$ cat src/hw/rtl/fpfa_pkg.sv
// Shared types and constants of the fixed partition fit allocator.
package fpfa_pkg;

    localparam int MAX_PARTITIONS = 16;
    localparam int IDX_W = (MAX_PARTITIONS > 1) ? $clog2(MAX_PARTITIONS) : 1;
    localparam int CNT_W = $clog2(MAX_PARTITIONS + 1);
    localparam int SIZE_W = 16;
    localparam int LABEL_W = 16;
    localparam int TAG_W = 8;

    localparam logic [1:0] CMD_CLEAR = 2'd0;
    localparam logic [1:0] CMD_LOAD = 2'd1;
    localparam logic [1:0] CMD_ARRANGE = 2'd2;
    localparam logic [1:0] CMD_ALLOCATE = 2'd3;

    localparam logic [1:0] STATUS_ALLOCATED = 2'd0;
    localparam logic [1:0] STATUS_NO_FIT = 2'd1;
    localparam logic [1:0] STATUS_DONE = 2'd2;
    localparam logic [1:0] STATUS_FULL = 2'd3;

    localparam logic [1:0] POLICY_FIRST = 2'd0;
    localparam logic [1:0] POLICY_BEST = 2'd1;
    localparam logic [1:0] POLICY_WORST = 2'd2;

    typedef struct packed {
        logic [1:0]         cmd;
        logic [SIZE_W-1:0]  size_kb;
        logic [LABEL_W-1:0] part_label;
        logic [TAG_W-1:0]   request_tag;
    } req_item_t;

    typedef struct packed {
        logic [1:0]         status;
        logic [LABEL_W-1:0] granted_label;
        logic [TAG_W-1:0]   tag_out;
    } rsp_item_t;

    typedef struct packed {
        logic               en;
        logic [IDX_W-1:0]   addr;
        logic [SIZE_W-1:0]  room;
        logic [LABEL_W-1:0] label;
    } tbl_write_t;

endpackage

$ cat src/hw/rtl/fpfa_table.sv
// Partition table with one write port and one read port.
module fpfa_table (
    input  logic                       clk,
    input  fpfa_pkg::tbl_write_t       wr,
    input  logic [fpfa_pkg::IDX_W-1:0] raddr,
    output logic [fpfa_pkg::SIZE_W-1:0]  rd_room,
    output logic [fpfa_pkg::LABEL_W-1:0] rd_label
);
    import fpfa_pkg::*;

    logic [SIZE_W-1:0]  room_reg [MAX_PARTITIONS];
    logic [LABEL_W-1:0] label_reg [MAX_PARTITIONS];

    always_ff @(posedge clk)
    begin
        if (wr.en)
        begin
            room_reg[wr.addr]  <= wr.room;
            label_reg[wr.addr] <= wr.label;
        end
    end

    assign rd_room  = room_reg[raddr];
    assign rd_label = label_reg[raddr];

endmodule

$ cat src/hw/rtl/fpfa_alu.sv
// Shared compare and subtract unit for room values.
module fpfa_alu (
    input  logic [fpfa_pkg::SIZE_W-1:0] a,
    input  logic [fpfa_pkg::SIZE_W-1:0] b,
    output logic                        lt,
    output logic                        gt,
    output logic [fpfa_pkg::SIZE_W-1:0] diff
);
    import fpfa_pkg::*;

    logic [SIZE_W:0] sub;

    assign sub  = {1'b0, a} - {1'b0, b};
    assign lt   = sub[SIZE_W];
    assign gt   = !sub[SIZE_W] && (sub[SIZE_W-1:0] != '0);
    assign diff = sub[SIZE_W-1:0];

endmodule

$ cat src/hw/rtl/fixed_partition_fit_allocator_unit.sv
// Top level of the fixed partition fit allocator: sequencer and result register.
//
// Each item returns exactly one result item. Clear and load go straight
// from acceptance to the done state, which writes the result to the output
// register. Allocate scans the table one entry per cycle through the shared
// compare unit. Arrange under best or worst fit runs the exchange sort on
// the single table read port, one comparison per cycle within each pass;
// under any other policy it leaves the table as it is. The block takes a
// new item only while its sequencer is idle, and it may do so while the
// previous result still waits in the output register.
module fixed_partition_fit_allocator_unit (
    input  logic                  clk,
    input  logic                  rst_n,
    input  logic                  req_valid,
    output logic                  req_stall,
    input  fpfa_pkg::req_item_t   req,
    output logic                  rsp_valid,
    input  logic                  rsp_stall,
    output fpfa_pkg::rsp_item_t   rsp,
    input  logic                  cfg_we,
    input  logic [1:0]            cfg_wdata
);
    import fpfa_pkg::*;

    typedef enum logic [2:0] {
        ST_IDLE,
        ST_SCAN,
        ST_SORT_LOAD,
        ST_SORT_CMP,
        ST_SORT_STORE,
        ST_DONE
    } state_t;

    state_t             state_reg, state_next;
    logic [1:0]         policy_reg;
    logic [CNT_W-1:0]   count_reg, count_next;
    logic [CNT_W-1:0]   k_reg, k_next;
    logic [CNT_W-1:0]   y_reg, y_next;
    logic [CNT_W-1:0]   z_reg, z_next;
    logic [SIZE_W-1:0]  size_reg, size_next;
    logic [TAG_W-1:0]   tag_reg, tag_next;
    logic [1:0]         status_reg, status_next;
    logic [LABEL_W-1:0] grant_reg, grant_next;
    logic [SIZE_W-1:0]  cy_room_reg, cy_room_next;
    logic [LABEL_W-1:0] cy_label_reg, cy_label_next;
    logic               rsp_valid_reg, rsp_valid_next;
    rsp_item_t          rsp_reg, rsp_next;

    tbl_write_t         wr;
    logic [IDX_W-1:0]   raddr;
    logic [SIZE_W-1:0]  rd_room;
    logic [LABEL_W-1:0] rd_label;
    logic [SIZE_W-1:0]  alu_a, alu_b, alu_diff;
    logic               alu_lt, alu_gt;
    logic               do_swap;

    fpfa_table u_table (
        .clk      (clk),
        .wr       (wr),
        .raddr    (raddr),
        .rd_room  (rd_room),
        .rd_label (rd_label)
    );

    fpfa_alu u_alu (
        .a    (alu_a),
        .b    (alu_b),
        .lt   (alu_lt),
        .gt   (alu_gt),
        .diff (alu_diff)
    );

    assign req_stall = (state_reg != ST_IDLE);
    assign rsp_valid = rsp_valid_reg;
    assign rsp       = rsp_reg;

    always_comb
    begin
        case (state_reg)
            ST_SCAN:      raddr = k_reg[IDX_W-1:0];
            ST_SORT_LOAD: raddr = y_reg[IDX_W-1:0];
            default:      raddr = z_reg[IDX_W-1:0];
        endcase
        if (state_reg == ST_SCAN)
        begin
            alu_a = rd_room;
            alu_b = size_reg;
        end
        else
        begin
            alu_a = cy_room_reg;
            alu_b = rd_room;
        end
        do_swap = (policy_reg == POLICY_BEST) ? alu_gt : alu_lt;
    end

    always_comb
    begin
        state_next     = state_reg;
        count_next     = count_reg;
        k_next         = k_reg;
        y_next         = y_reg;
        z_next         = z_reg;
        size_next      = size_reg;
        tag_next       = tag_reg;
        status_next    = status_reg;
        grant_next     = grant_reg;
        cy_room_next   = cy_room_reg;
        cy_label_next  = cy_label_reg;
        rsp_valid_next = rsp_valid_reg && rsp_stall;
        rsp_next       = rsp_reg;
        wr             = '0;

        case (state_reg)
            ST_IDLE:
            begin
                if (req_valid)
                begin
                    size_next   = req.size_kb;
                    tag_next    = req.request_tag;
                    status_next = STATUS_DONE;
                    grant_next  = '0;
                    state_next  = ST_DONE;
                    case (req.cmd)
                        CMD_CLEAR:
                        begin
                            count_next = '0;
                        end
                        CMD_LOAD:
                        begin
                            if (count_reg >= CNT_W'(MAX_PARTITIONS))
                            begin
                                status_next = STATUS_FULL;
                            end
                            else
                            begin
                                wr.en      = 1'b1;
                                wr.addr    = count_reg[IDX_W-1:0];
                                wr.room    = req.size_kb;
                                wr.label   = req.part_label;
                                count_next = CNT_W'(count_reg + 1'b1);
                            end
                        end
                        CMD_ARRANGE:
                        begin
                            if ((policy_reg == POLICY_BEST || policy_reg == POLICY_WORST)
                                && count_reg != '0)
                            begin
                                y_next     = '0;
                                state_next = ST_SORT_LOAD;
                            end
                        end
                        CMD_ALLOCATE:
                        begin
                            k_next     = '0;
                            state_next = ST_SCAN;
                        end
                        default:
                        begin
                            state_next = ST_DONE;
                        end
                    endcase
                end
            end
            ST_SCAN:
            begin
                if (k_reg == count_reg)
                begin
                    status_next = STATUS_NO_FIT;
                    state_next  = ST_DONE;
                end
                else if (!alu_lt)
                begin
                    wr.en       = 1'b1;
                    wr.addr     = k_reg[IDX_W-1:0];
                    wr.room     = alu_diff;
                    wr.label    = rd_label;
                    status_next = STATUS_ALLOCATED;
                    grant_next  = rd_label;
                    state_next  = ST_DONE;
                end
                else
                begin
                    k_next = CNT_W'(k_reg + 1'b1);
                end
            end
            ST_SORT_LOAD:
            begin
                cy_room_next  = rd_room;
                cy_label_next = rd_label;
                z_next        = y_reg;
                state_next    = ST_SORT_CMP;
            end
            ST_SORT_CMP:
            begin
                if (do_swap)
                begin
                    wr.en         = 1'b1;
                    wr.addr       = z_reg[IDX_W-1:0];
                    wr.room       = cy_room_reg;
                    wr.label      = cy_label_reg;
                    cy_room_next  = rd_room;
                    cy_label_next = rd_label;
                end
                if (CNT_W'(z_reg + 1'b1) == count_reg)
                begin
                    state_next = ST_SORT_STORE;
                end
                else
                begin
                    z_next = CNT_W'(z_reg + 1'b1);
                end
            end
            ST_SORT_STORE:
            begin
                wr.en    = 1'b1;
                wr.addr  = y_reg[IDX_W-1:0];
                wr.room  = cy_room_reg;
                wr.label = cy_label_reg;
                if (CNT_W'(y_reg + 1'b1) == count_reg)
                begin
                    state_next = ST_DONE;
                end
                else
                begin
                    y_next     = CNT_W'(y_reg + 1'b1);
                    state_next = ST_SORT_LOAD;
                end
            end
            ST_DONE:
            begin
                if (!rsp_valid_reg || !rsp_stall)
                begin
                    rsp_valid_next         = 1'b1;
                    rsp_next.status        = status_reg;
                    rsp_next.granted_label = grant_reg;
                    rsp_next.tag_out       = tag_reg;
                    state_next             = ST_IDLE;
                end
            end
            default:
            begin
                state_next = ST_IDLE;
            end
        endcase
    end

    always_ff @(posedge clk or negedge rst_n)
    begin
        if (!rst_n)
        begin
            state_reg     <= ST_IDLE;
            policy_reg    <= POLICY_FIRST;
            count_reg     <= '0;
            k_reg         <= '0;
            y_reg         <= '0;
            z_reg         <= '0;
            size_reg      <= '0;
            tag_reg       <= '0;
            status_reg    <= STATUS_DONE;
            grant_reg     <= '0;
            cy_room_reg   <= '0;
            cy_label_reg  <= '0;
            rsp_valid_reg <= 1'b0;
            rsp_reg       <= '0;
        end
        else
        begin
            state_reg     <= state_next;
            if (cfg_we)
            begin
                policy_reg <= cfg_wdata;
            end
            count_reg     <= count_next;
            k_reg         <= k_next;
            y_reg         <= y_next;
            z_reg         <= z_next;
            size_reg      <= size_next;
            tag_reg       <= tag_next;
            status_reg    <= status_next;
            grant_reg     <= grant_next;
            cy_room_reg   <= cy_room_next;
            cy_label_reg  <= cy_label_next;
            rsp_valid_reg <= rsp_valid_next;
            rsp_reg       <= rsp_next;
        end
    end

endmodule

$ cat config.mk
export PLATFORM = sky130hd
export DESIGN_NAME = fixed_partition_fit_allocator_unit
export DESIGN_NICKNAME = d
export VERILOG_FILES = /design/src/hw/rtl/fpfa_pkg.sv /design/src/hw/rtl/fpfa_table.sv /design/src/hw/rtl/fpfa_alu.sv /design/src/hw/rtl/fixed_partition_fit_allocator_unit.sv
export SDC_FILE = /design/constraint.sdc
export NUM_CORES = 1
export LEC_CHECK = 0
export BUFFER_PORTS_ARGS = -buffer_cell sky130_fd_sc_hd__buf_4
export CORE_MARGIN = 2
export CORE_UTILIZATION = 62
export CTS_CLUSTER_SIZE = 25
export DETAILED_ROUTE_END_ITERATION = 8
export PLACE_DENSITY = 0.87
export SYNTH_ARGS = -nofsm -noshare
export SYNTH_HDL_FRONTEND = slang
export SYNTH_HIERARCHICAL = 1
export SYNTH_SLANG_ARGS = --single-unit
$ cat constraint.sdc
create_clock -name clk -period 11.5 [get_ports clk]
set_clock_uncertainty 0.2 [all_clocks]
set_input_delay 0 -clock clk [delete_from_list [all_inputs] [get_ports clk]]
set_output_delay 0 -clock clk [all_outputs]
set_load 0.01 [all_outputs]
==> impl_summary.md, run 1 <==
Clocking
The total of hold buffers inserted after clock tree synthesis is 70. The H-tree generated during clock tree synthesis spans 2 levels. Once the clock tree was built, the resizer swapped 0 gates to a different size. After clock tree synthesis, the setup repair step added 0 buffers. Buffers inserted during clock tree synthesis total between 50 and 60. The buffer depth of the longest clock path is 3. TritonCTS built the clock tree. The clock network latency to the later pin of the worst-skew pair is between 0.6 and 0.7 ns. The TritonCTS sink count is ~640.

The clock slew seen by the registers of the worst setup and hold paths is approximately 0.060 ns. The cell sitting at the root of the clock tree is a sky130_fd_sc_hd__clkbuf_16.

STA
The final hold slack is 0.0199 ns. The clock period could shrink to 10.33 ns. Timing would allow up to around 97 MHz. Setup violations remaining at the end of the flow were counted as 0. The slew at the pin closest to its max-slew limit is ~1.3 ns. Setup repair after global routing left no endpoint under its margin. Of the available clock period, the critical path in the final layout requires 89.9%. The final number of max-transition violations is 0. The total negative slack is 0 ns. The total count of hold-check failures in the final report was 0. The relative max-transition margin is roughly 16%.

Place
The number of input and output port buffers inserted is between 70 and 80. The congestion estimate from routability-driven global placement came to roughly 0.97. The cell total after placement is approximately 2200.

After legalization and detailed placement, the total HPWL measured 41100 um.

Synth
The dominant register cell in the synthesized netlist is sky130_fd_sc_hd__edfxtp_1. Counting instances in the post-synthesis netlist gives the leading cell types as 512 x sky130_fd_sc_hd__edfxtp_1, 128 x sky130_fd_sc_hd__mux4_2, 125 x sky130_fd_sc_hd__dfrtp_1. The cell count after synthesis came out at around 1600.

By area the synthesized netlist is led by sky130_fd_sc_hd__edfxtp_1 57%, sky130_fd_sc_hd__dfrtp_1 12%, sky130_fd_sc_hd__mux4_2 11%, sky130_fd_sc_hd__mux2_2 3.8%, sky130_fd_sc_hd__a22oi_1 1.9%. In the synthesized netlist, mux cells make up 15.8% of the area. Of the total synthesized cell area, the portion taken by AND, OR, NAND and NOR gates is 4.19%.

The dominant combinational cell family by area after synthesis is multiplexers. Of the post-synthesis cell area, the dominant cell type holds 56.9%. Yosys mapped a number of flops with a built-in enable equal to between 500 and 600. The synthesized netlist devotes less than 1% of its cell area to XOR and XNOR gates. Counting flops with an async set or reset pin after synthesis yields a share of 19.7%.

Synthesis instantiated 86 different standard cells from the library. The post-synthesis average cell area is around 17 sq um. The Yosys warning count is 6. Sequential elements use 68.6% of the synthesized area. The cell with the most instances after synthesis is sky130_fd_sc_hd__edfxtp_1.

The area of the mapped netlist is around 27000 sq um. The fraction of the mapped netlist area in compound gates is around 6.7%. The net count of the mapped netlist is about 1600. Of the total synthesized cell area, the portion taken by full adders, half adders and majority gates is about 1.1%. The top cell type by total area after synthesis is sky130_fd_sc_hd__edfxtp_1. Synthesis inferred roughly 640 register bits.

Global route
The first global-routing pass estimated 110000 um of wire. The number of global-route vias before repair came to around 17000. The total global routing overflow is 0. The initial antenna violation count is 2. Global routing used between 30% and 40% of the available tracks. The maximum number of pins on one net before global-route repair is 69.

Run status
The run finished, with violations left. The final reports fail on design-rule violations.

Finish
Cells fill between 70% and 80% of the core in the end. The total number of nets in the final design is ~1800. Cells with a size suffix above 1 make up 26.9% of the layout. For this run, the number of standard cells in the final layout without fillers is between 2000 and 2500. The number of fillers in the final layout is 2399. From synthesis to final layout, the design area changed by 14.6%.

Die
The floorplan step set the die width to ~210 um. The placeable core region is 43000 sq um. During I/O placement, the number of pins put on the boundary was 77. The initial cell density of the core is a little over three fifths. The die extent in y is around 210 um. After floorplanning, the core was divided into 76 placement rows.

The floorplan die area is between 40000 and 50000 sq um.

Route
The number of violations reported at the end of detailed-routing iteration 0 is between 2000 and 3000. The detailed router placed between 15000 and 20000 vias in this run. The aggregate routed wire length is about 74000 um. The number of design rule violations left after detail routing is 1. The first-pass detailed-route iteration total is 9. After detailed routing, the number of vias per cell comes to between 7 and 8. In the final routed layout, each cell accounts on average for 31.8 um. The detail route stage leaves a number of antenna-violating nets equal to 0.

Setup path
Of all nets on the critical path, the largest fanout is 37. STA classifies the critical path startpoint as a flip-flop. The end of the worst register-to-register path is u_table/label_reg[13][2]. The startpoint of the lowest-slack register-to-register path is state_reg[0]. STA classifies the critical path endpoint as a flip-flop.

The critical path required time is between 10 and 15 ns. The worst reg2reg path depth is 23. The critical path data arrival time is 10.45 ns. The slack of the worst reg-to-reg path is about 1.2 ns. The critical path is of the reg2reg type.

Flow run
The tool flagged a number of max-cap violations equal to 0.

Worst hold path
The worst hold path class is in2reg. The worst min-delay path startpoint is req[26]. The end of the worst hold path is size_reg[2]. Counting instances, the worst hold path has a depth of 3.
==> how the worst max path moves through the flow <==
stage                       startpoint                  endpoint  depth (start not counted)
after global placement    state_reg[0]  u_table/label_reg[13][0]                         25
after detailed placement  state_reg[0]  u_table/label_reg[14][7]                         25
final                     state_reg[0]  u_table/label_reg[13][2]                         23
after floorplan           state_reg[0]   u_table/label_reg[0][0]                         29
after global routing      state_reg[0]   u_table/label_reg[9][1]                         25
after CTS                 state_reg[0]  u_table/label_reg[14][7]                         25
==> worst max-delay path: stages (launching register included) <==
cell and delay (ns):
sky130_fd_sc_hd__dfrtp_1 0.76, sky130_fd_sc_hd__inv_1 0.37, sky130_fd_sc_hd__nor2_2 0.43, sky130_fd_sc_hd__a22oi_1 0.33, sky130_fd_sc_hd__o21ai_4 0.90, sky130_fd_sc_hd__buf_4 0.63, sky130_fd_sc_hd__mux4_2 0.41, sky130_fd_sc_hd__a22oi_1 0.33
sky130_fd_sc_hd__nand2_1 0.26, sky130_fd_sc_hd__mux2_2 0.33, sky130_fd_sc_hd__ha_1 0.26, sky130_fd_sc_hd__a2111oi_0 0.63, sky130_fd_sc_hd__a211oi_1 0.22, sky130_fd_sc_hd__a211oi_2 0.25, sky130_fd_sc_hd__xnor2_1 0.12, sky130_fd_sc_hd__nor4_1 0.34
sky130_fd_sc_hd__nor2_1 0.11, sky130_fd_sc_hd__mux2i_1 0.43, sky130_fd_sc_hd__nor2_1 0.18, sky130_fd_sc_hd__a222oi_1 0.43, sky130_fd_sc_hd__nand2_1 0.37, sky130_fd_sc_hd__nand2b_1 0.45, sky130_fd_sc_hd__nor2_4 0.84, sky130_fd_sc_hd__buf_4 0.37
==> cells by family (layout without fill, tap and decap cells) <==
group / Yosys count / in the layout
compound gates: 231 / 231
xor+xnor: 27 / 27
fa+ha+maj: 23 / 23
buf+inv: 159 / 358
flops: 638 / 638
mux: 250 / 250
other cells: 0 / 1
simple gates: 222 / 222
==> routing by layer <==
| layer | up-vias | wire length, um | GRT usage [%] |
|---|---|---|---|
| met1 | 8307 | 25400 | 43.9 |
| met3 | 295 | 9070 | 8.60 |
| met5 | - | 8 | 0 |
| li1 | 6512 | - | - |
| met2 | 1406 | 35700 | 53.7 |
| met4 | 2 | 4060 | 17.0 |
==> area by class of cell <==
cell class / count / area (sq um) / share of cell area, %
Sequential cell: 638 / 18500 / 59.9
Multi-Input combinational cell: 753 / 7900 / 25.5
Clock buffer: 72 / 1590 / 5.14
Timing Repair Buffer: 183 / 1580 / 5.10
Tap cell: 585 / 732 / 2.37
Clock inverter: 35 / 349 / 1.13
Inverter: 68 / 255 / 0.825
Antenna cell: 1 / 2.50 / 0.00809
==> metrics by stage <==
stage / area, sq um / setup slack [ns]
3_5_place_dp: 28300 / 1.81
5_1_grt: 30900 / 0.881
3_3_place_gp: 28300 / 2.09
6_report: 30900 / 1.17
4_1_cts: 30900 / 1.67
2_1_floorplan: 27000 / 2.54
==> cells in the final DEF (no fill, tap or decap), drive strengths merged, types with 68 or more instances in the layout <==
| cell type | instances |
|---|---|
| mux4 | 128 |
| nand2 | 81 |
| dfrtp | 125 |
| inv | 68 |
| edfxtp | 512 |
| clkbuf | 72 |
| buf | 114 |
| a22oi | 70 |
| dlygate4sd3 | 69 |
| mux2 | 119 |
Power of run 1 is left out: the tool's default activity adds up to more than one toggle a clock period on the data nets, which glitch-free logic cannot reach.
==> run 2, diff against run 1 <==
CELL_PAD_IN_SITES_DETAIL_PLACEMENT = 2   (was unset)
CELL_PAD_IN_SITES_GLOBAL_PLACEMENT = 2   (was unset)
CORE_UTILIZATION = 48   (was 62)
PLACE_DENSITY = 0.88   (was 0.87)
==> run 2 against run 1 <==
Design area up 1.7%. The flow finishes with violations (design-rule violations, negative hold slack, negative setup slack). Sequential share of layout area down 0.98 points. Via count up 21%. Wire length up 80%. Critical path depth up 4. Hold slack worse by 0.043 ns. Clock-buffer cell count up 21. Die area up 29%. Fmax down 16%. Global-route usage up 8.7 points.
==> impl_summary.md, run 2 (synthesis results as in run 1) <==
Setup path
The startpoint of the lowest-slack register-to-register path is state_reg[0]. The largest single stage delay on the critical path is 0.72 ns. The cell repeated most along the worst path is sky130_fd_sc_hd__nand2_1. The critical path data arrival time is roughly 12 ns.

STA classifies the critical path endpoint as a flip-flop. The sort of element at the start of the critical path is a flip-flop. Measured in cells, the most critical reg-to-reg path has a length of 27. The slack of the worst reg-to-reg path is -0.83 ns. Of all nets on the critical path, the largest fanout is 31. The most critical setup path has its endpoint at u_table/room_reg[13][11]. The worst setup path category is reg2reg. The end of the worst register-to-register path is u_table/room_reg[13][11]. At the worst endpoint, the required time is about 12 ns. On the critical path, the stage with the largest delay is an instance of sky130_fd_sc_hd__nor2_4. Tracing the worst setup path back leads to its startpoint at state_reg[0].

Place
The final estimated routing congestion in global placement is 0.848. The worst slack at placement is 1.11 ns. The cell total after placement is around 2300. Input and output buffers added on the ports amount to 76.

The post-detailed-placement half-perimeter wirelength is ~60000 um.

STA
The total count of hold-check failures in the final report is 3. The timing-limited maximum frequency is between 80 and 90 MHz. The share of the clock period used by the worst path after layout is 107%. The relative max-transition margin is 3.69%. The final hold slack is -0.0228 ns. The setup-violating endpoint count in the final report is slightly below 500. The final number of max-transition violations is 0. The worst path setup slack after routing is -0.833 ns. For the pin with the worst max-slew slack, the measured transition is roughly 1.4 ns. The smallest clock period supported by the final layout is computed as roughly 12 ns.

Finish
Cells with a size suffix above 1 make up ~28% of the layout. The area growth from synthesis to layout is 16.5%. Cells fill 56.9% of the core in the end.

The total number of nets in the final design is between 1500 and 2000. The final standard cell count with taps included and fillers excluded is roughly 2500. Leaving out fill and tap cells, the most frequent cell in the layout is sky130_fd_sc_hd__edfxtp_1. Registers take between 15000 and 20000 sq um. The multi-input combinational cells in the finished layout cover a total of about 8000 sq um. The filler cells instantiated in the layout total between 4000 and 5000. In the layout the commonest cells are 512 x sky130_fd_sc_hd__edfxtp_1, 128 x sky130_fd_sc_hd__mux4_2, 124 x sky130_fd_sc_hd__dfrtp_1, 113 x sky130_fd_sc_hd__buf_4, 92 x sky130_fd_sc_hd__mux2_2.

Route
In the routed design, unresolved DRC markers number 1. After detailed routing, the total wire length is roughly 130000 um. In the routed layout, each cell is associated on average with a via count of about 7.9.

The remaining antenna violation count after routing is 0. The first-pass detailed-route iteration total is 9. After detailed routing, the average wire length per cell comes to 53.0 um. The detailed-route via count is ~20000.

The first routing iteration left slightly above 4000 violations.

Die
The floorplan has between 80 and 90 rows. The die covers 58200 sq um. In this run the standard cell core region covers 55300 sq um.

The number of top-level design ports is 77. The die is 241 um tall. The initial cell density of the core is ~49%. Measured along the x axis, the die boundary spans roughly 240 um.

Clocking
The CTS tree is yes. The clock slew seen by the registers of the worst setup and hold paths is ~0.070 ns. The root buffer cell chosen for the clock tree is sky130_fd_sc_hd__clkbuf_16. For this design, the sink count on the clock tree is around 640. At the later pin of the worst-skew pair, clock insertion delay measures ~0.66 ns. Buffers inserted during clock tree synthesis total 68. The clock tree synthesis step divided the H-tree into 3 levels. The buffer depth of the longest clock path is 3.

Run status
The run finished, with violations left. The final reports fail on design-rule violations, negative hold slack, negative setup slack.

Global route
The initial antenna violation count came to 25. The first global-routing pass estimated ~170000 um of wire. Entering global routing, the biggest net connects 103 pins. The number of global-route vias before repair is around 20000. The total global routing overflow is 0. In the global route stage, overall resource usage came out at 42.5%.

Flow run
The reported max-cap violation count is 0.

Worst hold path
In this run the worst hold path is classified as in2reg.
run 2: changes by cell type in the layout (fill, tap and decap cells not counted), moves of 2 or more:
| cell | before | now |
|---|---|---|
| sky130_fd_sc_hd__diode_2 | 1 | 16 |
| sky130_fd_sc_hd__clkbuf_16 | 60 | 76 |
| sky130_fd_sc_hd__clkbuf_1 | 7 | 17 |
| sky130_fd_sc_hd__buf_6 | 0 | 3 |
| sky130_fd_sc_hd__clkinvlp_2 | 2 | 0 |
| sky130_fd_sc_hd__o21ai_2 | 1 | 3 |
| sky130_fd_sc_hd__o21ai_0 | 18 | 16 |
| sky130_fd_sc_hd__nor2_4 | 12 | 15 |
| sky130_fd_sc_hd__dlygate4sd3_1 | 69 | 49 |
| sky130_fd_sc_hd__buf_12 | 1 | 3 |
| sky130_fd_sc_hd__clkbuf_8 | 4 | 1 |
run 2: metrics by stage:
stage          area [sq um]  setup TNS, ns
5_1_grt               31400         -78.64
4_1_cts               31200              0
3_3_place_gp          28400              0
6_report              31500        -166.51
3_5_place_dp          28400              0
2_1_floorplan         27000              0
run 2: worst min path at each step:
stage	start	to	slack, ns	depth (start not counted)
global placement	rst_n	rsp[18]	-0.19	1
finish	req[35]	size_reg[11]	-0.02	3
global route	req[35]	size_reg[11]	-0.02	3
floorplan	rst_n	count_reg[0]	-0.50	0
CTS	req[5]	tag_reg[5]	0.008	3
detailed placement	rst_n	cy_label_reg[11]	-0.17	1
run 2: repair_timing:
| item | 4_1_cts | 5_1_grt |
|---|---|---|
| endpoints found under the setup margin | 0 | 441 |
| resized for setup | 0 | 10 |
| hold buffers | 49 | 1 |
| setup buffers | 0 | 11 |
| hold endpoints to repair | 139 | 1 |
run 2: critical path: cells and delay by family (launching register included):
family	cells	cell delay [ns]
fa+ha+maj	2	0.85
flops	1	0.59
compound gates	5	1.78
mux	3	1.31
simple gates	13	5.30
buf+inv	3	1.54
xor+xnor	1	0.20
run 2: routing by layer:
| metal | GRT usage, % | share of wire, % | up-vias |
|---|---|---|---|
| met5 | 0.0842 | 0.44 | - |
| met4 | 29.7 | 9.6 | 28 |
| met3 | 12.8 | 15 | 884 |
| met2 | 66.0 | 43 | 2366 |
| met1 | 51.2 | 32 | 10100 |
| li1 | - | - | 6562 |
run 2: layout make-up:
class	count	share of cell area (%)
clock buffer	93	6.21
multi-input combinational	758	25.3
inverter	68	0.811
sequential	638	58.9
timing repair buffer	170	4.72
tap	748	2.98
antenna	16	0.127
clock inverter	30	0.935
Power of run 2 is left out for the same reason.
